===== src/rtl/fpa_pkg.sv =====
// ----------------------------------------------------------------------------
// fpa_pkg: shared types for the fixed-point alu
// Transaction structs, action codes and the front-to-back item record.
// ----------------------------------------------------------------------------
package fpa_pkg;

  typedef enum logic [3:0] {
    ACT_ADD        = 4'd0,
    ACT_SUB        = 4'd1,
    ACT_MUL        = 4'd2,
    ACT_DIV        = 4'd3,
    ACT_MIN        = 4'd4,
    ACT_MAX        = 4'd5,
    ACT_INC        = 4'd6,
    ACT_DEC        = 4'd7,
    ACT_INT_TO_FIX = 4'd8,
    ACT_FIX_TO_INT = 4'd9
  } action_e;

  typedef enum logic [1:0] {
    KIND_SIMPLE = 2'd0,
    KIND_MUL    = 2'd1,
    KIND_DIV    = 2'd2
  } kind_e;

  typedef struct packed {
    logic [3:0]         action;
    logic signed [31:0] operand_a;
    logic signed [31:0] operand_b;
  } in_item_t;

  typedef struct packed {
    logic signed [31:0] result_value;
    logic               a_less;
    logic               a_equal;
    logic               a_greater;
    logic               divide_by_zero;
  } out_item_t;

  // classified item handed from the front to the back
  typedef struct packed {
    kind_e       kind;
    logic [31:0] res;
    logic        lt;
    logic        eq;
    logic        gt;
    logic        dz;
    logic        neg;
    logic [31:0] mag_a;
    logic [31:0] mag_b;
  } work_t;

endpackage


===== src/rtl/fpa_front.sv =====
// ----------------------------------------------------------------------------
// fpa_front: operand classification
// Computes compare flags, the simple-action results and operand magnitudes.
// ----------------------------------------------------------------------------
module fpa_front #(
  parameter int FRAC_BITS = 8
) (
  input  fpa_pkg::in_item_t item_i,
  output fpa_pkg::work_t    work_o
);
  import fpa_pkg::*;

  logic signed [31:0] a, b;
  logic               b_lt_a;

  assign a      = item_i.operand_a;
  assign b      = item_i.operand_b;
  assign b_lt_a = b < a;

  always_comb begin
    work_o       = '0;
    work_o.kind  = KIND_SIMPLE;
    work_o.lt    = a < b;
    work_o.eq    = a == b;
    work_o.gt    = a > b;
    work_o.neg   = a[31] ^ b[31];
    work_o.mag_a = a[31] ? 32'(-a) : 32'(a);
    work_o.mag_b = b[31] ? 32'(-b) : 32'(b);
    unique case (action_e'(item_i.action))
      ACT_ADD:        work_o.res = 32'(a + b);
      ACT_SUB:        work_o.res = 32'(a - b);
      ACT_MUL:        work_o.kind = KIND_MUL;
      ACT_DIV: begin
        work_o.kind = KIND_DIV;
        work_o.dz   = (b == 32'sd0);
      end
      ACT_MIN:        work_o.res = b_lt_a ? b : a;
      ACT_MAX:        work_o.res = b_lt_a ? a : b;
      ACT_INC:        work_o.res = 32'(a + 32'sd1);
      ACT_DEC:        work_o.res = 32'(a - 32'sd1);
      ACT_INT_TO_FIX: work_o.res = a << FRAC_BITS;
      ACT_FIX_TO_INT: work_o.res = a >>> FRAC_BITS;
      default:        work_o.res = '0;
    endcase
  end

endmodule


===== config.mk =====
export PLATFORM = sky130hd
export DESIGN_NAME = fpa_front
export DESIGN_NICKNAME = d
export VERILOG_FILES = /design/src/rtl/fpa_pkg.sv /design/src/rtl/fpa_front.sv
export SDC_FILE = /design/constraint.sdc
export NUM_CORES = 1
export LEC_CHECK = 0
export ABC_CLOCK_PERIOD_IN_PS = 15750
export BUFFER_PORTS_ARGS = -buffer_cell sky130_fd_sc_hd__buf_2
export CAP_MARGIN = 20
export CORE_MARGIN = 5
export CORE_UTILIZATION = 60
export DETAILED_ROUTE_END_ITERATION = 8
export GPL_TIMING_DRIVEN = 0
export PLACE_DENSITY = 0.94
export SLEW_MARGIN = 0
export SYNTH_ARGS = -nofsm -noshare
export SYNTH_HDL_FRONTEND = slang
export SYNTH_SLANG_ARGS = --single-unit
export TNS_END_PERCENT = 100

===== constraint.sdc =====
create_clock -name vclk -period 15.75
set_input_delay 3.15 -clock vclk [all_inputs]
set_output_delay 3.15 -clock vclk [all_outputs]
set_load 0.05 [all_outputs]

==> out/results.ini <==
[floorplan]
core.rowCount=36
start_util_pct=61.9
die-width_um=111
die-area_um2=12300
core-area_um2=9860
fp.dieH_um=111
ios=171

[final_layout]
layout.cells.non_filler=1193
regArea_um2=0
nets=1199
diodes=0
nFlopsAndLatches=0
drive_above_1_share_pct=18.6
nClkBuffers=0
areaGrowthSynthToFinish_pct=16.6

[placement]
dp_cells=1193
post-dp-hpwl_mm=20.8
io_buffer_count=169
routabilityCongestion=1.04
pre_cts_ws_ps=3850

[routing]
drtIter0Drc=1353
wl_per_cell_um=21.9
vias=8229
drt-met1-wl_mm=9.78
drt_wl_total_mm=26.1
drc=0
drtPass1Iterations=9
wl_met3_mm=4.36
top_layer=met4
wl_met2_mm=10.7
ant_nets=0
vias_per_cell=6.90

[synthesis]
ys_top_cells_by_area=xnor2_1 16%, ha_1 14%, a21oi_1 7.2%, o21ai_0 5.2%, nand2_1 4.9%
synth_area_per_cell_um2=6.85
ys_seq_area_share_pct=0
synth_area_um2=6100
ys_types=67
synth.top_cell.area_share_pct=16.4
syn_inst=891
yosys_warnings=0
synth_nets=1028
yosysTopAreaCell=xnor2_1

[clock_network]
ctsResizeCount=0
cts_hold_buf=0
cts_setup_buffers=0

[timing]
setup_tns_ps=0
max_freq_mhz=83.1
setup_ws_ps=3720
hold_viol=0
slew_headroom_pct=37.3
fin_crit_ps=12030
min_period_over_period_pct=76.4
worst_pin_slew_ps=934
setup_viol=0
rsz0062_at_grt=false
slew_viol_final=0

[worst_setup_path]
worstSetupStartpointType=primary input
critPathKind=in2out
worstPathArrival_ps=8880
cp-end-kind=output port
crit_fanout=7
worstPathRequired_ps=12600

[outcome]
outcome=finished, final reports clean

[global_routing]
grt_pass1_vias=7570
grt_antenna_before_repair=0
grt_use_total_pct=40.0
grt_pass1_wl_mm=40.6
grt_max_degree=11
grt-ovfl-total=0

[flow_run]
drv_cap=0

[worst_hold_path]
hold_class=in2out

[power_and_ir_drop]
p_leak_nw=3.24
powerDensity_nw_per_um2=58.1
peakVddDrop_mv=0.0429

## layout by cell type (no fill, tap or decap), types with 12 or more instances in the layout
master / count
a21o_1: 20
a21oi_1: 88
a221o_1: 22
a222oi_1: 15
a22oi_1: 12
buf_2: 169
clkbuf_1: 34
ha_1: 67
inv_1: 54
nand2_1: 80
nand2b_1: 18
nand3_1: 18
nand4_1: 13
nor2_1: 45
nor2b_1: 12
nor3_1: 15
o21ai_0: 64
or3_1: 12
xnor2_1: 114
xor2_1: 26
## per-stage QoR
stage          total power, mW  instance area (um^2)  utilization (%)  hold WS [ps]
3_3_place_gp             0.399                  7120             72.1          6670
2_1_floorplan            0.301                  6100                -          6470
5_1_grt                  0.437                  7120             72.1          6700
4_1_cts                  0.403                  7120             72.1          6680
6_report                 0.414                  7120             72.1          6680
3_5_place_dp             0.402                  7120             72.1          6670
## synth_stat cells, types with 3 or more instances
master and n:
nand4_1 13, a21o_1 20, a31oi_1 11, o21bai_1 11
nor2_1 45, buf_4 3, a22oi_1 12, ha_1 67
buf_6 3, a221oi_1 11, mux2i_1 4, or4_1 5
o21a_1 7, a41oi_1 3, inv_1 54, o21ai_0 64
xor2_1 26, a222oi_1 15, nand3b_1 3, o31ai_1 9
o221ai_1 7, a221o_1 22, or3_1 12, o22ai_1 6
nor2b_1 12, a21oi_1 88, nor4_1 8, nand3_1 18
a211o_1 4, o211ai_1 9, nand2_1 80, or3_4 4
o41ai_1 7, nor3_1 15, and2_1 7, nand2b_1 18
o211a_1 4, xnor2_1 114, a211oi_1 4, clkbuf_1 34
## critical path, stage by stage
cell and delay (ps):
buf_2 120, inv_1 140, ha_1 240, or3b_4 430, or3_4 370, or3_4 380
or4_4 490, nor3_4 280, nand3_1 160, xnor2_1 210, a21oi_1 100, ha_1 410
a21oi_1 200, o21ai_0 100, a21o_1 190, a221oi_1 490, or3_1 210, o211ai_1 170
o41ai_1 360, xor2_1 130, o221ai_1 230, buf_2 310
## power by group
part | leakage (nW) | internal (mW) | switching [mW]
logic | 3.24 | 0.128 | 0.286
clock network | 0 | 0 | 0
registers | 0 | 0 | 0
total | 3.24 | 0.128 | 0.286
## routing by layer
metal / global-route usage, % / up-vias
li1: - / 3696
met1: 54.3 / 3684
met2: 61.0 / 712
met3: 11.7 / 137
met4: 11.7 / 0
met5: 0 / -
## worst paths after layout
check | from | to | slack [ps] | cells past startpoint
max | item_i[1] | work_o[98] | 3720 | 22
min | item_i[18] | work_o[18] | 6680 | 3
## layout make-up
cell class                 count  area, um^2
buffer                        41         188
inverter                      55         206
multi-input combinational    795        5710
tap                          133         166
fill                         898        2750
timing repair buffer         169         846
## logic make-up (layout without fill, tap and decap cells)
logic type	count (synthesis)	after routing	synth area share (%)
XOR/XNOR	140	140	20.1
adder cells (fa/ha/maj)	69	69	14.4
AND/OR/NAND/NOR	260	260	22.8
buffers and inverters	96	265	6.46
multiplexers	4	4	0.656
AO/OA/AOI/OAI	322	322	35.6
Power figures use the tool's default switching activity.
