[src/rtl/fpa_pkg.sv]
// ----------------------------------------------------------------------------
// fpa_pkg: shared types for the fixed-point alu
// Transaction structs, action codes and the front-to-back item record.
// ----------------------------------------------------------------------------
package fpa_pkg;

  typedef enum logic [3:0] {
    ACT_ADD        = 4'd0,
    ACT_SUB        = 4'd1,
    ACT_MUL        = 4'd2,
    ACT_DIV        = 4'd3,
    ACT_MIN        = 4'd4,
    ACT_MAX        = 4'd5,
    ACT_INC        = 4'd6,
    ACT_DEC        = 4'd7,
    ACT_INT_TO_FIX = 4'd8,
    ACT_FIX_TO_INT = 4'd9
  } action_e;

  typedef enum logic [1:0] {
    KIND_SIMPLE = 2'd0,
    KIND_MUL    = 2'd1,
    KIND_DIV    = 2'd2
  } kind_e;

  typedef struct packed {
    logic [3:0]         action;
    logic signed [31:0] operand_a;
    logic signed [31:0] operand_b;
  } in_item_t;

  typedef struct packed {
    logic signed [31:0] result_value;
    logic               a_less;
    logic               a_equal;
    logic               a_greater;
    logic               divide_by_zero;
  } out_item_t;

  // classified item handed from the front to the back
  typedef struct packed {
    kind_e       kind;
    logic [31:0] res;
    logic        lt;
    logic        eq;
    logic        gt;
    logic        dz;
    logic        neg;
    logic [31:0] mag_a;
    logic [31:0] mag_b;
  } work_t;

endpackage

[src/rtl/fpa_queue.sv]
// ----------------------------------------------------------------------------
// fpa_queue: two-entry item queue
// Decouples the front from the back pipeline.
// ----------------------------------------------------------------------------
module fpa_queue (
  input  logic           clk_i,
  input  logic           rst_ni,
  input  logic           push_i,
  input  fpa_pkg::work_t push_data_i,
  output logic           full_o,
  input  logic           pop_i,
  output logic           empty_o,
  output fpa_pkg::work_t pop_data_o
);
  import fpa_pkg::*;

  work_t      mem_q [2];
  logic       wr_q, rd_q;
  logic [1:0] cnt_q;

  assign full_o     = cnt_q == 2'd2;
  assign empty_o    = cnt_q == 2'd0;
  assign pop_data_o = mem_q[rd_q];

  always_ff @(posedge clk_i or negedge rst_ni) begin
    if (!rst_ni) begin
      wr_q  <= 1'b0;
      rd_q  <= 1'b0;
      cnt_q <= 2'd0;
    end else begin
      if (push_i) wr_q <= ~wr_q;
      if (pop_i) rd_q <= ~rd_q;
      cnt_q <= cnt_q + 2'(push_i) - 2'(pop_i);
    end
  end

  always_ff @(posedge clk_i) begin
    if (push_i) mem_q[wr_q] <= push_data_i;
  end

endmodule

[config.mk]
export PLATFORM = sky130hd
export DESIGN_NAME = fpa_queue
export DESIGN_NICKNAME = d
export VERILOG_FILES = /design/src/rtl/fpa_pkg.sv /design/src/rtl/fpa_queue.sv
export SDC_FILE = /design/constraint.sdc
export NUM_CORES = 1
export LEC_CHECK = 0
export BUFFER_PORTS_ARGS = -buffer_cell sky130_fd_sc_hd__buf_2
export CAP_MARGIN = 0
export CORE_ASPECT_RATIO = 0.8
export CORE_MARGIN = 1
export CORE_UTILIZATION = 52
export DETAILED_ROUTE_END_ITERATION = 6
export GPL_TIMING_DRIVEN = 0
export HOLD_SLACK_MARGIN = 0.06
export PLACE_DENSITY_LB_ADDON = 0.3
export SLEW_MARGIN = 40
export SYNTH_ARGS = -nofsm -noshare
export SYNTH_HDL_FRONTEND = slang
export SYNTH_SLANG_ARGS = --single-unit
[constraint.sdc]
create_clock -name clk_i -period 7.6 [get_ports clk_i]
set_clock_uncertainty 0.1 [all_clocks]
set_input_delay 0.76 -clock clk_i [delete_from_list [all_inputs] [get_ports clk_i]]
set_output_delay 0.76 -clock clk_i [all_outputs]
set_load 0.05 [all_outputs]
==> results.toml, run 1 <==
[yosys]
yosysSeqAreaShare_pct = 79.8
yosysTopAreaCellShare_pct = 78.5
synth_top_area_cell = "edfxtp_1"
ys_warn_count = 0
ys_ff_latch = 210
netlist_area_sq_mm = 0.00788
syn_inst = 336
postSynthAreaPerCell_sq_um = 23.5
synthTopCellsByArea = "edfxtp_1 78%, mux2_4 11%, mux2_2 6.1%, dfrtp_1 1.3%, buf_6 1.0%"
ys_types = 14
syn_nets = 445

[sta]
hold_violations = 0
fmaxAchievable_mhz = 368
maxSlewViolCount = 0
fin_ws_ns = 4.89
final-setup-viol-count = 0
period_needed_ns = 2.71
worst_pin_slew_ns = 0.382
fin_crit_sh_pct = 35.7
rsz0062_at_grt = "no"
max_slew_margin_pct = 74.5

[placed_design]
pre_cts_slack_ns = 5.36
dpl.hpwl_um = 9570
globalplace.congestion = 0.686
dp_cells = 740
dpl_cell_area_sq_mm = 0.00936
io_buffers = 211

[min_path]
hp-class = "input pin to register"
min_from = "push_data_i[38]"
hold_end = "mem_q[0][38]$_DFFE_PP_"
worstHoldPathCells = 1

[route]
drt_wl_total_um = 13800
postRouteAntennaNets = 0
wl_per_cell_um = 17.6
vias_per_cell = 5.02
route.detailed.drc = 0
via_count = 3917
dr.pass1.iters = 6
drt-initial-drc-count = 174

[cts]
cts_resized = 0
clock_latency_ns = 0.49
tritoncts = "done"
numClockSinks = 210
cts_max_level = 1
cts_max_path_buffers = 3
numCtsBuffers = 21
cts_root_buffer = "clkbuf_16"
clk_pin_slew_worst_paths_ns = 0.06
cts_post_setup_buffers_inserted = 0

[final_layout]
nets = 689
drive_gt1_share_pct = 61.5
area_growth_pct = 26.6
final_cells = 780
final_cell_area_sq_mm = 0.00998
layout_commonest_cell = "buf_2"
final_cell_mix = "215 x buf_2, 206 x edfxtp_1, 60 x mux2_4, 43 x mux2_2, 21 x clkbuf_16"

[critical_path]
critPathLaunchType = "register"
crit_fanout = 10
worstReg2RegEnd = "mem_q[0][93]$_DFFE_PP_"
r2r_start = "wr_q$_DFFE_PN0P_"
worst-path-buf-inv = 4
slowest_stage = "dfrtp_1"
path_delay_family = "buffers and inverters"
cp.required_ns = 6.74
r2r_slack_ns = 5.85
cp_common_cell = "buf_6"
crit_chain = "buf_6, buf_8, buf_6, mux2_4, buf_2"
arrival_ns = 1.85
critPathKind = "register to output port"
max_stage_delay_ns = 0.34
endpoint_kind = "output port"
r2r_cells = 4

[power_and_ir_drop]
power_density_mw_per_mm2 = 444
power_frac_seq_pct = 35.9
ir_worst_vdd_mv = 0.264
p_int_mw = 2.67
swShare_pct = 39.7
totalPowerFinal_mw = 4.43
leakagePower_nw = 4.00
p_clk_share_pct = 20.6
pwr-share-comb_pct = 43.5
p_sw_mw = 1.76

[global_route]
grt_pass1_wl_um = 21100
overflow = 0
antenna_found_initial = 1
grt_start_max_net_pins = 41
grt_pass1_vias = 4082
grt_use_total_pct = 17.7

[floorplan]
core.rowCount = 39
die_area_sq_mm = 0.0157
die_h_um = 112
ios = 212
core_area_sq_mm = 0.0145
die_w_um = 140
start_util_pct = 54.2

[run_status]
outcome = "finished clean"

[flow_run]
maxCapViolCount = 0
## layer usage
layer	global-route usage, %	vias up	part of all wire (%)
met4	4.40	2	1.3
met2	30.4	167	49
li1	-	1826	-
met3	6.70	20	9.1
met5	0	-	0.073
met1	21.1	1902	41
## how the worst max path moves through the flow
stage / start / endpoint / slack [ns] / depth (start not counted)
2_1_floorplan: push_i / mem_q[0][0]$_DFFE_PP_ / 1.68 / 1
3_3_place_gp: push_i / mem_q[0][85]$_DFFE_PP_ / -0.88 / 2
3_5_place_dp: push_i / mem_q[0][23]$_DFFE_PP_ / 5.36 / 5
4_1_cts: rd_q$_DFFE_PN0P_ / pop_data_o[76] / 4.84 / 5
5_1_grt: rd_q$_DFFE_PN0P_ / pop_data_o[73] / 4.79 / 5
6_report: rd_q$_DFFE_PN0P_ / pop_data_o[76] / 4.89 / 5
## power by group through the flow
stage | clock (mW) | sequential (mW) | combinational [mW]
CTS | 0.939 | 1.59 | 1.95
global placement | 0 | 1.65 | 1.86
finish | 0.912 | 1.59 | 1.93
global route | 0.979 | 1.61 | 2.01
floorplan | 0 | 1.63 | 1.52
detailed placement | 0 | 1.62 | 1.94
## kinds of logic (layout without fill, tap and decap cells)
| family | after synthesis | count (layout) | share of synthesized area [%] |
|---|---|---|---|
| buffers and inverters | 14 | 273 | 1.54 |
| muxes | 103 | 103 | 17.6 |
| other | 0 | 1 | 0 |
| DFF | 210 | 210 | 79.8 |
| and+or+nand+nor | 4 | 4 | 0.286 |
| adders and majority gates | 2 | 2 | 0.317 |
| xor gates and xnor gates | 3 | 3 | 0.524 |
## what timing repair did
| item | 4_1_cts | 5_1_grt |
|---|---|---|
| endpoints found under the setup margin | 0 | 0 |
| hold buffers | 1 | 0 |
| hold endpoints to repair | 4 | 0 |
## synthesized netlist by cell type
cell type,n
and2_1,1
nor2b_1,2
ha_1,2
edfxtp_1,206
dfrtp_1,4
inv_1,2
mux2_4,60
buf_2,4
nor2_1,1
buf_6,7
mux2_2,43
xor2_1,2
buf_8,1
xor3_1,1
## stage by stage
stage          setup TNS [ns]  util, %  hold slack [ns]
2_1_floorplan               0        -            0.355
3_3_place_gp           -90.35     63.0            0.370
3_5_place_dp                0     64.3            0.450
4_1_cts                     0     68.6            0.334
5_1_grt                     0     68.6            0.325
6_report                    0     68.6            0.355
## sequential cells by signal, summed over array words and instances (netlist names)
name	cells
cnt_q	2
mem_q	206
wr_q	1
rd_q	1
## cell type report
cell class / instances / area [sq um]
Fill cell: 955 / 4560
Multi-Input combinational cell: 112 / 1480
Clock buffer: 24 / 537
Sequential cell: 210 / 6290
Antenna cell: 1 / 2.50
Clock inverter: 14 / 72.6
Tap cell: 184 / 230
Buffer: 12 / 114
Inverter: 2 / 7.51
Timing Repair Buffer: 221 / 1240
Power figures use the tool's default switching activity.
==> run 2: changes to the inputs <==
Settings changed: ABC_AREA set to 1, CORE_UTILIZATION 52 to 47.
Clock period 7.6 ns to 2.4 ns, I/O delays scaled along.
==> results.toml, run 2 <==
[route]
route.detailed.drc = 0
via_count = 5330
drt-initial-drc-count = 277
dr.pass1.iters = 4
postRouteAntennaNets = 0
drt_wl_total_um = 17300
wl_per_cell_um = 15.1
vias_per_cell = 4.66

[critical_path]
r2r_slack_ns = 0.42
worst-path-buf-inv = 3
critPathKind = "register to output port"
max_stage_delay_ns = 0.37
endpoint_kind = "output port"
worstReg2RegEnd = "mem_q[0][91]$_DFFE_PP_"
crit_fanout = 10
r2r_start = "wr_q$_DFFE_PN0P_"
r2r_cells = 5
slowest_stage = "dfrtp_1"
path_delay_family = "buffers and inverters"
arrival_ns = 1.88
cp.required_ns = 2.06
crit_chain = "buf_6, clkbuf_1, o21ai_0, buf_2"
critPathLaunchType = "register"

[final_layout]
num-fill-cells = 1157
largestRegisters = "mem_q x206, cnt_q x2"
largest_register_ffs = 206
area_growth_pct = 40.7
nets = 1023
final_cell_area_sq_mm = 0.0112
largest_register = "mem_q"
final_cell_mix = "212 x buf_2, 206 x edfxtp_1, 109 x inv_1, 108 x nand2_1, 107 x dlygate4sd3_1"
layout_commonest_cell = "buf_2"
drive_gt1_share_pct = 31.5
antenna_cells = 0

[sta]
hold_slack_ns = 0.379
fmaxAchievable_mhz = 449
max_slew_margin_pct = 68.6
worst_pin_slew_ns = 0.471
hold_violations = 0
fin_crit_sh_pct = 92.7
tns_ns = 0
maxSlewViolCount = 0
rsz0062_at_grt = "no"
fin_ws_ns = 0.175
final-setup-viol-count = 0
period_needed_ns = 2.22

[cts]
clock_latency_ns = 0.48
cts_max_level = 1
numClockSinks = 210
clk_pin_slew_worst_paths_ns = 0.06
tritoncts = "done"
cts_root_buffer = "clkbuf_16"
cts_max_path_buffers = 3
cts_post_setup_buffers_inserted = 0
numCtsBuffers = 21

[placed_design]
dpl_cell_area_sq_mm = 0.00957
dpl.hpwl_um = 11300
globalplace.congestion = 0.805
pre_cts_slack_ns = 0.383
io_buffers = 211

[yosys]
netlist_area_sq_mm = 0.00799
yosysTopAreaCellShare_pct = 77.4
synth_top_area_cell = "edfxtp_1"
ys_top_cells_by_count = "206 x edfxtp_1, 110 x inv_1, 109 x nand2_1"
ys_ff_latch = 210
synthTopCellsByArea = "edfxtp_1 77%, inv_1 5.2%, nand2_1 5.1%, o21ai_0 4.1%, o21ai_2 2.8%"
ys_warn_count = 0
ys.flop_type = "edfxtp_1"
postSynthAreaPerCell_sq_um = 14.2
yosysSeqAreaShare_pct = 78.6
syn_nets = 672
ys_types = 17
yosysMostFrequentCell = "edfxtp_1"
synth_edf_count = 206
async_flop_share_pct = 1.90
syn_inst = 563

[run_status]
outcome = "finished clean"

[global_route]
grt_start_max_net_pins = 26
grt_use_total_pct = 20.0
grt_pass1_vias = 5582
overflow = 0
grt_pass1_wl_um = 27200
antenna_found_initial = 0

[flow_run]
maxCapViolCount = 0

[power_and_ir_drop]
power_density_mw_per_mm2 = 1340
ir_worst_vdd_mv = 0.963
leakagePower_nw = 4.81

[floorplan]
die_area_sq_mm = 0.0175
die_h_um = 119
ios = 212
die_w_um = 148
start_util_pct = 48.1
core.rowCount = 42
core_area_sq_mm = 0.0166

[min_path]
min_from = "push_data_i[36]"
hold_end = "mem_q[0][36]$_DFFE_PP_"
hp-class = "input pin to register"
worstHoldPathCells = 2
run 2: worst max path at each step:
stage / start / endpoint / slack (ns) / cells after the start
after CTS: rd_q$_DFFE_PN0P_ / pop_data_o[21] / 0.16 / 4
after global routing: rd_q$_DFFE_PN0P_ / pop_data_o[21] / 0.06 / 4
after global placement: wr_q$_DFFE_PN0P_ / mem_q[1][91]$_DFFE_PP_ / -0.89 / 2
final: rd_q$_DFFE_PN0P_ / pop_data_o[21] / 0.18 / 4
after floorplan: wr_q$_DFFE_PN0P_ / mem_q[1][0]$_DFFE_PP_ / -0.1 / 2
after detailed placement: push_i / mem_q[0][93]$_DFFE_PP_ / 0.38 / 7
run 2: layout make-up:
type / count / area [sq um] / share of cell area [%]
timing repair buffer: 328 / 2360 / 21.0
tap: 220 / 275 / 2.45
buffer: 23 / 213 / 1.89
clock inverter: 6 / 53.8 / 0.478
sequential: 210 / 6290 / 55.9
inverter: 110 / 417 / 3.70
clock buffer: 27 / 548 / 4.87
multi-input combinational: 220 / 1090 / 9.70
run 2: kinds of logic (layout without fill, tap and decap cells):
logic type / Yosys count / in the layout / synth area share, %
buffers and inverters: 133 / 494 / 7.83
AOI/OAI and AO/OA: 103 / 103 / 7.67
DFF: 210 / 210 / 78.6
adders and majority gates: 2 / 2 / 0.313
xor gates and xnor gates: 2 / 2 / 0.219
and+or+nand+nor: 113 / 113 / 5.32
run 2: report_power, final:
group | internal (mW) | leakage [nW] | switching (mW)
Clock | 1.70 | 0.289 | 1.24
Combinational | 1.72 | 2.54 | 5.32
Sequential | 4.86 | 1.98 | 0.177
Total | 8.28 | 4.81 | 6.73
run 2: through the flow:
| stage | power, mW | util (%) | instances |
|---|---|---|---|
| 6_report | 15.0 | 67.7 | 1144 |
| 5_1_grt | 15.7 | 67.7 | 1144 |
| 4_1_cts | 15.1 | 67.7 | 1144 |
| 3_5_place_dp | 12.0 | 57.6 | 1004 |
| 3_3_place_gp | 11.7 | 56.2 | 994 |
| 2_1_floorplan | 10.2 | - | 563 |
run 2: layer usage:
layer	vias up	global-route usage (%)	wire (um)
li1	2604	-	-
met1	2490	23.6	6880
met2	199	35.4	8650
met3	37	5.98	1470
met4	0	5.35	336
met5	-	0	0
run 2: repair_timing:
action                    CTS  global route
hold buffers              107             0
hold endpoints to repair  213             0
gates resized for setup     0             0
==> run 3: changes to the inputs <==
Clock period 2.4 ns to 1.8 ns, I/O delays scaled along.
==> results.toml, run 3 (synthesized netlist as in run 2, its figures left out) <==
[run_status]
outcome = "finished with violations"
violations = "negative setup slack"

[power_and_ir_drop]
p_clk_share_pct = 18.1
ir_worst_vdd_mv = 1.34
p_int_mw = 12.7
power_frac_seq_pct = 30.0
p_sw_mw = 9.69
swShare_pct = 43.2
pwr-share-comb_pct = 51.9
power_density_mw_per_mm2 = 1850
leakagePower_nw = 5.11

[critical_path]
r2r_cells = 4
path_delay_family = "buffers and inverters"
crit_chain = "buf_6, buf_12, buf_6, nand2_1, o21ai_1, buf_4"
endpoint_kind = "output port"
cp.required_ns = 1.52
arrival_ns = 1.72
slowest_stage = "dfrtp_1"
cp_common_cell = "buf_6"
crit_cells = 6
worst-path-buf-inv = 4
critPathKind = "register to output port"
max_stage_delay_ns = 0.34
r2r_slack_ns = 0.22
critPathLaunchType = "register"
crit_fanout = 10

[final_layout]
num-fill-cells = 1006
final_cell_area_sq_mm = 0.0121
layout_commonest_cell = "edfxtp_1"
largest_register_ffs = 206
area_growth_pct = 51.4
nets = 1028
largest_register = "mem_q"
fin_util_pct = 72.9
drive_gt1_share_pct = 34.4
largestRegisters = "mem_q x206, cnt_q x2"
final_cell_mix = "206 x edfxtp_1, 110 x buf_2, 109 x inv_1, 109 x buf_6, 108 x nand2_1"
antenna_cells = 0

[sta]
rsz0062_at_grt = "yes"
fin_ws_ns = -0.201
fin_crit_sh_pct = 111
maxSlewViolCount = 0
max_slew_margin_pct = 81.9
worst_pin_slew_ns = 0.272
period_needed_ns = 2.00
tns_ns = -15.60
final-setup-viol-count = 103
hold_violations = 0
hold_slack_ns = 0.302
fmaxAchievable_mhz = 500

[cts]
tritoncts = "done"
cts_max_level = 1
numClockSinks = 210
clk_pin_slew_worst_paths_ns = 0.07
clock_latency_ns = 0.49
cts_root_buffer = "clkbuf_16"
cts_max_path_buffers = 3
numCtsBuffers = 21

[floorplan]
start_util_pct = 48.1
core_area_sq_mm = 0.0166
die_w_um = 148
ios = 212
die_area_sq_mm = 0.0175
die_h_um = 119
core.rowCount = 42

[placed_design]
dpl.hpwl_um = 11300
pre_cts_slack_ns = -0.161
io_buffers = 211
dpl_cell_area_sq_mm = 0.00960
globalplace.congestion = 0.756

[flow_run]
maxCapViolCount = 0

[global_route]
grt_pass1_vias = 5919
antenna_found_initial = 0
overflow = 0
grt_use_total_pct = 21.9
grt_start_max_net_pins = 26
grt_pass1_wl_um = 29400

[route]
drt-initial-drc-count = 227
wl_per_cell_um = 16.6
dr.pass1.iters = 5
postRouteAntennaNets = 0
vias_per_cell = 4.75
drt_wl_total_um = 19100
route.detailed.drc = 0
via_count = 5478

[min_path]
worstHoldPathCells = 2
hp-class = "input pin to register"
run 3: cell types whose count changed in the layout (fill, tap and decap cells not counted), moves of 5 or more:
cell	previous run	this run
clkbuf_1	12	4
o21ai_1	11	64
o21ai_0	66	0
buf_2	212	110
buf_6	12	109
buf_8	3	8
o21ai_2	26	31
buf_4	2	8
o21ai_4	0	8
run 3: per-stage QoR:
stage	total power, mW	cells
after floorplan	13.7	563
after global placement	15.8	994
after detailed placement	16.2	1005
after CTS	22.3	1154
after global routing	23.3	1154
final	22.4	1154
run 3: layer usage:
layer	routed length [um]	vias up	share of wire, %	global-route usage [%]
li1	-	2615	-	-
met1	7190	2606	38	24.4
met2	10000	212	53	40.2
met3	1380	45	7.2	6.22
met4	503	0	2.6	6.96
met5	0	-	0	0
run 3: timing repair:
item / CTS / global route
setup endpoints to repair: 191 / 103
endpoints found under the hold margin: 214 / 0
buffers inserted: 4 / 0
hold buffers: 107 / 0
pin swaps: 2 / 0
gates resized for setup: 217 / 20
run 3: power by group through the flow:
stage	Combinational [mW]	Sequential, mW	Clock [mW]
5_1_grt	12.2	6.80	4.29
6_report	11.6	6.73	4.05
4_1_cts	11.4	6.71	4.10
3_3_place_gp	8.91	6.86	0
3_5_place_dp	9.42	6.82	0
2_1_floorplan	6.90	6.81	0
run 3: worst paths after layout:
| kind | startpoint | endpoint |
|---|---|---|
| hold reg to reg | wr_q$_DFFE_PN0P_ | wr_q$_DFFE_PN0P_ |
| setup reg to reg | wr_q$_DFFE_PN0P_ | mem_q[0][35]$_DFFE_PP_ |
| max in group asynchronous | rst_ni | rd_q$_DFFE_PN0P_ |
| setup / recovery | rd_q$_DFFE_PN0P_ | pop_data_o[34] |
| hold / removal | push_data_i[23] | mem_q[1][23]$_DFFE_PP_ |
| min in group asynchronous | rst_ni | cnt_q[1]$_DFF_PN0_ |
run 3: final cells by class:
class / instances / area (sq um) / area share, %
timing repair buffer: 333 / 3060 / 25.2
tap: 220 / 275 / 2.27
sequential: 210 / 6290 / 51.9
buffer: 23 / 234 / 1.93
inverter: 110 / 417 / 3.44
clock buffer: 25 / 541 / 4.47
multi-input combinational: 220 / 1200 / 9.91
clock inverter: 13 / 95.1 / 0.786
